$ cat src/design/fblm_pkg.sv
// Shared types and constants for the free block list manager.
// Holds the command and result words and the controller/datapath interface structs.
// No dependencies.
package fblm_pkg;

    localparam int NUM_BLOCKS = 256;
    localparam int MAX_POP    = 64;
    localparam int INDEX_W    = 8;
    localparam int COUNT_W    = 7;
    localparam int ADDR_W     = $clog2(NUM_BLOCKS);
    localparam int LINK_W     = INDEX_W + 1;

    localparam logic OP_PUSH = 1'b0;
    localparam logic OP_POP  = 1'b1;

    typedef struct packed {
        logic               operation;
        logic [INDEX_W-1:0] block_index;
        logic [COUNT_W-1:0] pop_count;
    } cmd_word_t;

    typedef struct packed {
        logic               found;
        logic [INDEX_W-1:0] taken_index;
        logic               last;
    } result_word_t;

    // Commands from the controller to the datapath.
    typedef struct packed {
        logic load;        // capture the accepted command word
        logic push;        // link the captured block in front of the head
        logic read_head;   // read the link of the current head block
        logic emit_empty;  // show a not-found result
        logic emit_next;   // show the head block, advance, read the next link
    } fblm_cmd_t;

    // Status from the datapath to the controller.
    typedef struct packed {
        logic is_pop;
        logic head_present;
        logic last_block;
    } fblm_status_t;

endpackage

$ cat src/design/fblm_datapath.sv
// Datapath of the free block list manager: head register, link memory,
// remaining-count register and the registered result word. Uses fblm_pkg.
module fblm_datapath (
    input  logic                   clk,
    input  logic                   rst_n,
    input  fblm_pkg::cmd_word_t    cmd,
    input  fblm_pkg::fblm_cmd_t    ctrl,
    output fblm_pkg::fblm_status_t status,
    output logic                   result_valid,
    output fblm_pkg::result_word_t result
);

    logic [fblm_pkg::LINK_W-1:0]  link_mem [fblm_pkg::NUM_BLOCKS];
    logic [fblm_pkg::LINK_W-1:0]  link_rd_reg;
    fblm_pkg::cmd_word_t          req_reg;
    logic [fblm_pkg::INDEX_W-1:0] head_reg;
    logic [fblm_pkg::INDEX_W-1:0] head_next;
    logic                         present_reg;
    logic                         present_next;
    logic [fblm_pkg::COUNT_W-1:0] remain_reg;
    logic [fblm_pkg::COUNT_W-1:0] remain_next;
    logic [fblm_pkg::COUNT_W-1:0] want;
    logic                         result_valid_reg;
    fblm_pkg::result_word_t       result_reg;
    logic [fblm_pkg::ADDR_W-1:0]  rd_addr;
    logic                         push_ok;
    logic                         link_valid;

    // A request of zero means one; a request above the maximum saturates.
    always_comb
    begin
        if (cmd.pop_count == '0)
            want = fblm_pkg::COUNT_W'(1);
        else if (32'(cmd.pop_count) > fblm_pkg::MAX_POP)
            want = fblm_pkg::COUNT_W'(fblm_pkg::MAX_POP);
        else
            want = cmd.pop_count;
    end

    assign push_ok    = 32'(req_reg.block_index) < fblm_pkg::NUM_BLOCKS;
    assign link_valid = link_rd_reg[fblm_pkg::LINK_W-1];

    // While walking, the next read goes to the block named by the link just read.
    assign rd_addr = ctrl.emit_next ? link_rd_reg[fblm_pkg::ADDR_W-1:0]
                                    : head_reg[fblm_pkg::ADDR_W-1:0];

    always_comb
    begin
        head_next    = head_reg;
        present_next = present_reg;
        remain_next  = remain_reg;
        if (ctrl.load)
            remain_next = want;
        if (ctrl.push && push_ok)
        begin
            head_next    = req_reg.block_index;
            present_next = 1'b1;
        end
        if (ctrl.emit_next)
        begin
            present_next = link_valid;
            head_next    = link_valid ? link_rd_reg[fblm_pkg::INDEX_W-1:0] : '0;
            remain_next  = remain_reg - fblm_pkg::COUNT_W'(1);
        end
    end

    always_ff @(posedge clk or negedge rst_n)
    begin
        if (!rst_n)
        begin
            head_reg         <= '0;
            present_reg      <= 1'b0;
            remain_reg       <= '0;
            result_valid_reg <= 1'b0;
        end
        else
        begin
            head_reg         <= head_next;
            present_reg      <= present_next;
            remain_reg       <= remain_next;
            result_valid_reg <= ctrl.emit_empty | ctrl.emit_next;
        end
    end

    always_ff @(posedge clk)
    begin
        if (ctrl.load)
            req_reg <= cmd;
        if (ctrl.emit_empty)
        begin
            result_reg.found       <= 1'b0;
            result_reg.taken_index <= '0;
            result_reg.last        <= 1'b1;
        end
        else if (ctrl.emit_next)
        begin
            result_reg.found       <= 1'b1;
            result_reg.taken_index <= head_reg;
            result_reg.last        <= status.last_block;
        end
    end

    // Link memory: one write port for pushes, one registered read port for walks.
    always_ff @(posedge clk)
    begin
        if (ctrl.push && push_ok)
            link_mem[req_reg.block_index[fblm_pkg::ADDR_W-1:0]] <= {present_reg, head_reg};
        if (ctrl.read_head || ctrl.emit_next)
            link_rd_reg <= link_mem[rd_addr];
    end

    assign status.is_pop       = (req_reg.operation == fblm_pkg::OP_POP);
    assign status.head_present = present_reg;
    assign status.last_block   = (remain_reg == fblm_pkg::COUNT_W'(1)) || !link_valid;

    assign result_valid = result_valid_reg;
    assign result       = result_reg;

endmodule

$ cat src/design/fblm_controller.sv
// Controller state machine of the free block list manager.
// Sequences pushes and pop walks over the datapath. Uses fblm_pkg.
module fblm_controller (
    input  logic                   clk,
    input  logic                   rst_n,
    input  logic                   start,
    input  fblm_pkg::fblm_status_t status,
    output fblm_pkg::fblm_cmd_t    ctrl,
    output logic                   busy
);

    typedef enum logic [1:0] {
        ST_IDLE,
        ST_DECODE,
        ST_WALK
    } state_t;

    state_t state_reg;
    state_t state_next;
    logic   busy_reg;

    always_comb
    begin
        state_next = state_reg;
        ctrl       = '0;
        unique case (state_reg)
            ST_IDLE:
            begin
                if (start)
                begin
                    ctrl.load  = 1'b1;
                    state_next = ST_DECODE;
                end
            end
            ST_DECODE:
            begin
                if (!status.is_pop)
                begin
                    ctrl.push  = 1'b1;
                    state_next = ST_IDLE;
                end
                else if (!status.head_present)
                begin
                    ctrl.emit_empty = 1'b1;
                    state_next      = ST_IDLE;
                end
                else
                begin
                    ctrl.read_head = 1'b1;
                    state_next     = ST_WALK;
                end
            end
            ST_WALK:
            begin
                ctrl.emit_next = 1'b1;
                if (status.last_block)
                    state_next = ST_IDLE;
            end
            default:
            begin
                state_next = ST_IDLE;
            end
        endcase
    end

    always_ff @(posedge clk or negedge rst_n)
    begin
        if (!rst_n)
        begin
            state_reg <= ST_IDLE;
            busy_reg  <= 1'b0;
        end
        else
        begin
            state_reg <= state_next;
            busy_reg  <= (state_next != ST_IDLE);
        end
    end

    assign busy = busy_reg;

endmodule

$ cat src/design/free_block_list_manager.sv
// Top level of the free block list manager: a LIFO free list of block indices.
// Instantiates fblm_controller and fblm_datapath; uses fblm_pkg.
//
// Usage: a command word (cmd) is taken at a rising edge where start is high
// and busy is low. A push word links block_index in front of the list head
// and gives no result; it keeps busy high for one cycle after acceptance.
// A pop word walks from the head and emits up to pop_count blocks (zero
// counts as one, counts above the maximum saturate). Each result word is
// shown on result for exactly one cycle with result_valid high; the final
// word of a pop carries last. An empty list gives a single word with found
// low and last high.
// After acceptance the decode state reads the head block's link and the walk
// state registers the first pop result (decode does so for an empty list);
// further blocks follow one per cycle, since each link read from the
// synchronous link memory supplies the address of the next read. A pop stays
// busy for decode and a walk step per block; a push or empty pop for decode.
// The receiver cannot stall: result words are simply presented once.
// Reset empties the list; the link memory is not cleared, since only links
// written by earlier pushes are ever followed.
module free_block_list_manager (
    input  logic                   clk,
    input  logic                   rst_n,
    input  logic                   start,
    input  fblm_pkg::cmd_word_t    cmd,
    output logic                   busy,
    output logic                   result_valid,
    output fblm_pkg::result_word_t result
);

    fblm_pkg::fblm_cmd_t    ctrl;
    fblm_pkg::fblm_status_t status;

    // The controller only looks at start while idle, so busy gates acceptance.
    fblm_controller u_ctrl (
        .clk    (clk),
        .rst_n  (rst_n),
        .start  (start),
        .status (status),
        .ctrl   (ctrl),
        .busy   (busy)
    );

    fblm_datapath u_dp (
        .clk          (clk),
        .rst_n        (rst_n),
        .cmd          (cmd),
        .ctrl         (ctrl),
        .status       (status),
        .result_valid (result_valid),
        .result       (result)
    );

    // A not-found word always ends its pop request.
    assert property (@(posedge clk) disable iff (!rst_n)
        result_valid && !result.found |-> result.last)
        else $error("not-found result without last");

    // No result word can appear in the cycle right after a word is accepted.
    assert property (@(posedge clk) disable iff (!rst_n)
        start && !busy |=> !result_valid)
        else $error("result too early after acceptance");

    // When the final word of a pop is shown, the block is already free again.
    assert property (@(posedge clk) disable iff (!rst_n)
        result_valid && result.last |-> !busy)
        else $error("busy still high at final result");

    // Walk commands only issue while busy, never alongside a load.
    assert property (@(posedge clk) disable iff (!rst_n)
        ctrl.emit_next |-> busy && !ctrl.load)
        else $error("walk step outside a pop");

endmodule

$ cat config.mk
export PLATFORM = sky130hd
export DESIGN_NAME = free_block_list_manager
export DESIGN_NICKNAME = d
export VERILOG_FILES = /design/src/design/fblm_pkg.sv /design/src/design/fblm_datapath.sv /design/src/design/fblm_controller.sv /design/src/design/free_block_list_manager.sv
export SDC_FILE = /design/constraint.sdc
export NUM_CORES = 2
export LEC_CHECK = 0
export ABC_AREA = 1
export BUFFER_PORTS_ARGS = -buffer_cell sky130_fd_sc_hd__buf_2
export CAP_MARGIN = 40
export CORE_UTILIZATION = 50
export CTS_BUF_LIST = sky130_fd_sc_hd__clkbuf_16
export DETAILED_ROUTE_END_ITERATION = 10
export GPL_ROUTABILITY_DRIVEN = 0
export PLACE_DENSITY = 0.63
export SLEW_MARGIN = 20
export SYNTH_ARGS = -nofsm -noshare
export SYNTH_HDL_FRONTEND = slang
export SYNTH_SLANG_ARGS = --single-unit
$ cat constraint.sdc
create_clock -name clk -period 7 [get_ports clk]
set_input_delay 0 -clock clk [delete_from_list [all_inputs] [get_ports clk]]
set_output_delay 0 -clock clk [all_outputs]
set_load 0.02 [all_outputs]
==> impl_metrics.yaml <==
status:
  status: "complete, no violations"
yosys:
  synth_top_area_share: 0.6842
  yosys_warnings: 0
  ys_seq_area_frac: 0.6910
  ys_ff_latch: 2352
  synth_cell_types: 31
  synth_nets: 9843
  synth_top_cell_by_area: "edfxtp_1"
  synth_area_um2: 101900
  syn_avg_cell_area_um2: 10.38
  ys_top_cells_by_area: "edfxtp_1 (68%), nand2_1 (9.9%), nand3_1 (9.8%), inv_1 (6.3%), buf_2 (1.5%)"
  synthCells: 9822
clock_network:
  htreeDepth: 4
  cts_tree: "done"
  clock_sink_count: 2352
  clock_latency_ps: 890
  path_clk_slew_ps: 60
  cts_buffers: 235
  clock-root-buffer: "clkbuf_16"
  cts_buffer_depth: 3
  ctsResizeCount: 0
timing:
  max_slew_margin: 0.2246
  tns_ps: 0
  skew_ps: 29.45
  setup_viol: 0
  worst_slew_pin_slew_ps: 1163
  period_share: 0.7759
  post-route-min-period_ps: 5431
  grt_setup_unrepaired: "false"
  setup_slack_ps: 1569
  slew_viol_final: 0
  hold_viol_final: 0
  max_freq_mhz: 184.1
die:
  die_h_um: 453.5
  start_util: 0.5037
  dieArea_um2: 205600
  rows: 165
  coreArea_um2: 202300
  die_x_um: 453.5
  io_pins: 31
setup_path:
  critical_path.max_fanout: 127
  worst_r2r_path_depth: 15
  worstSetupPathType: "flop to flop"
  cpPeakStageDelay_ps: 680
  r2r-end: "u_dp.link_rd_reg[6]"
  r2r_start: "u_ctrl.state_reg[1]"
  end_kind: "flop"
  start_kind: "flop"
  reg2reg_slack_ps: 1570
  critPathMostFrequentCell: "nand3_1"
  crit_chain: "nand2_2 > buf_4 > nand2_4 > nand2_8 > buf_12 > buf_4 > nand2_1 > nand3_1 > nand3_1 > nand3_1 > nand3_1 > nand3_1 > nand3_1 > nand3_1 > nand2_1"
  arrival_ps: 6050
  critPathRequiredTime_ps: 7620
  slowest_stage: "nand2_8"
routing:
  viasPerCell: 5.515
  routedWlPerCell_um: 22.25
  drcViolationCount: 0
  drt_iter0_markers: 8592
  wl_mm: 285.1
  ant_nets: 0
  drtPass1Iterations: 7
  dr_total_vias: 70681
placement:
  dpl.hpwl_mm: 162.8
  portBuffers: 30
  place_ws_ps: 1662
worst_hold_path:
  min_from: "start"
  hold_depth: 4
  hold_end: "u_ctrl.busy"
  min_path_type: "input pin to flop"
grt:
  track_usage: 0.2750
  grt_max_degree: 172
  antenna_found_initial: 6
  gr-total-overflow: 0
  grt_pass1_wl_mm: 423.9
  grt_pass1_vias: 66542
cells_and_area:
  nets: 9967
  largest_reg_flops: 2304
  final_cell_mix: "nand2_1 (2668), edfxtp_1 (2322), nand3_1 (1992)"
  drive_above_1_share: 0.07424
  fillers: 16858
  syn2layout_area_growth_pct: 12.46
  layout_commonest_cell: "nand2_1"
power:
  power_density_nw_per_um2: 438.0
  finalPower_uw: 50200
  peakVddDrop_mv: 0.4745
  leakagePower_uw: 0.04709
run:
  drv_cap: 0
==> how the worst max path moves through the flow <==
stage / from / to / slack (ps) / depth (start not counted)
3_5_place_dp: u_ctrl.state_reg[1] / u_dp.link_rd_reg[6] / 1660 / 15
6_report: u_ctrl.state_reg[1] / u_dp.link_rd_reg[6] / 1570 / 15
4_1_cts: u_ctrl.state_reg[1] / u_dp.link_rd_reg[6] / 1670 / 15
5_1_grt: u_ctrl.state_reg[1] / u_dp.link_rd_reg[6] / 1370 / 15
2_1_floorplan: u_dp.head_reg[0] / u_dp.link_rd_reg[5] / 1560 / 14
3_3_place_gp: u_ctrl.state_reg[0] / u_dp.link_rd_reg[6] / 1590 / 16
==> cell families (layout without fill, tap and decap cells) <==
| group | count (synthesis) | count (layout) | share of synthesized area |
|---|---|---|---|
| AOI/OAI and AO/OA | 216 | 216 | 0.01310 |
| adders and majority gates | 2 | 2 | 0.0002455 |
| buffers and inverters | 2264 | 2585 | 0.08735 |
| DFF | 2352 | 2352 | 0.6910 |
| other | 0 | 2 | 0 |
| and+or+nand+nor | 4988 | 4988 | 0.2083 |
==> cell type report <==
| class | instances | area (um^2) | area share |
|---|---|---|---|
| antenna | 2 | 5.005 | 0.00004367 |
| clock buffer | 239 | 5981 | 0.05218 |
| clock inverter | 195 | 1441 | 0.01258 |
| inverter | 1718 | 6461 | 0.05637 |
| multi-input combinational | 5206 | 22730 | 0.1984 |
| sequential | 2352 | 70460 | 0.6148 |
| tap | 2672 | 3343 | 0.02917 |
| timing repair buffer | 433 | 4185 | 0.03652 |
==> where the power goes <==
part           internal (uW)  switching, uW  leakage, uW
Combinational           4940          14900       0.0222
Sequential             17600            562       0.0211
Clock                   6850           5360      0.00382
Total                  29400          20800       0.0471
==> cells in the mapped netlist, drive strengths merged <==
cell / count
a21oi: 22
a22o: 1
a22oi: 7
a31oi: 2
a32o: 2
buf: 357
clkbuf: 189
clkinv: 4
dfrtp: 20
dfxtp: 10
edfxtp: 2322
ha: 2
inv: 1714
nand2: 2686
nand3: 1993
nand4: 1
nor2: 307
nor4: 1
o211ai: 72
o21ai: 105
o221ai: 2
o22ai: 2
o311ai: 1
==> metal layers <==
metal | vias up | global-route usage | routed length (um)
met5 | - | 0 | 32
met3 | 582 | 0.04935 | 25940
met1 | 34284 | 0.3803 | 115800
met2 | 3340 | 0.4289 | 131200
met4 | 4 | 0.1159 | 12210
li1 | 32471 | - | -
==> critical path: cells and delay by family (launching register included) <==
family	cells	cell delay, ps
buffers and inverters	3	1340
and+or+nand+nor	12	3290
DFF	1	440
==> through the flow <==
step,hold WS [ps],utilization,cell area (um^2),instances
after floorplan,-295.6,-,101900,9822
after global placement,8.103,0.5160,104400,12088
after detailed placement,13.66,0.5233,105900,12241
after CTS,144.5,0.5621,113700,12718
after global routing,237.0,0.5665,114600,12815
final,229.2,0.5665,114600,12817
==> timing repair <==
| action | 4_1_cts | 5_1_grt |
|---|---|---|
| buffers inserted | 0 | 0 |
| endpoints found under the hold margin | 47 | 20 |
| hold buffers | 43 | 1 |
Power figures use the tool's default switching activity.
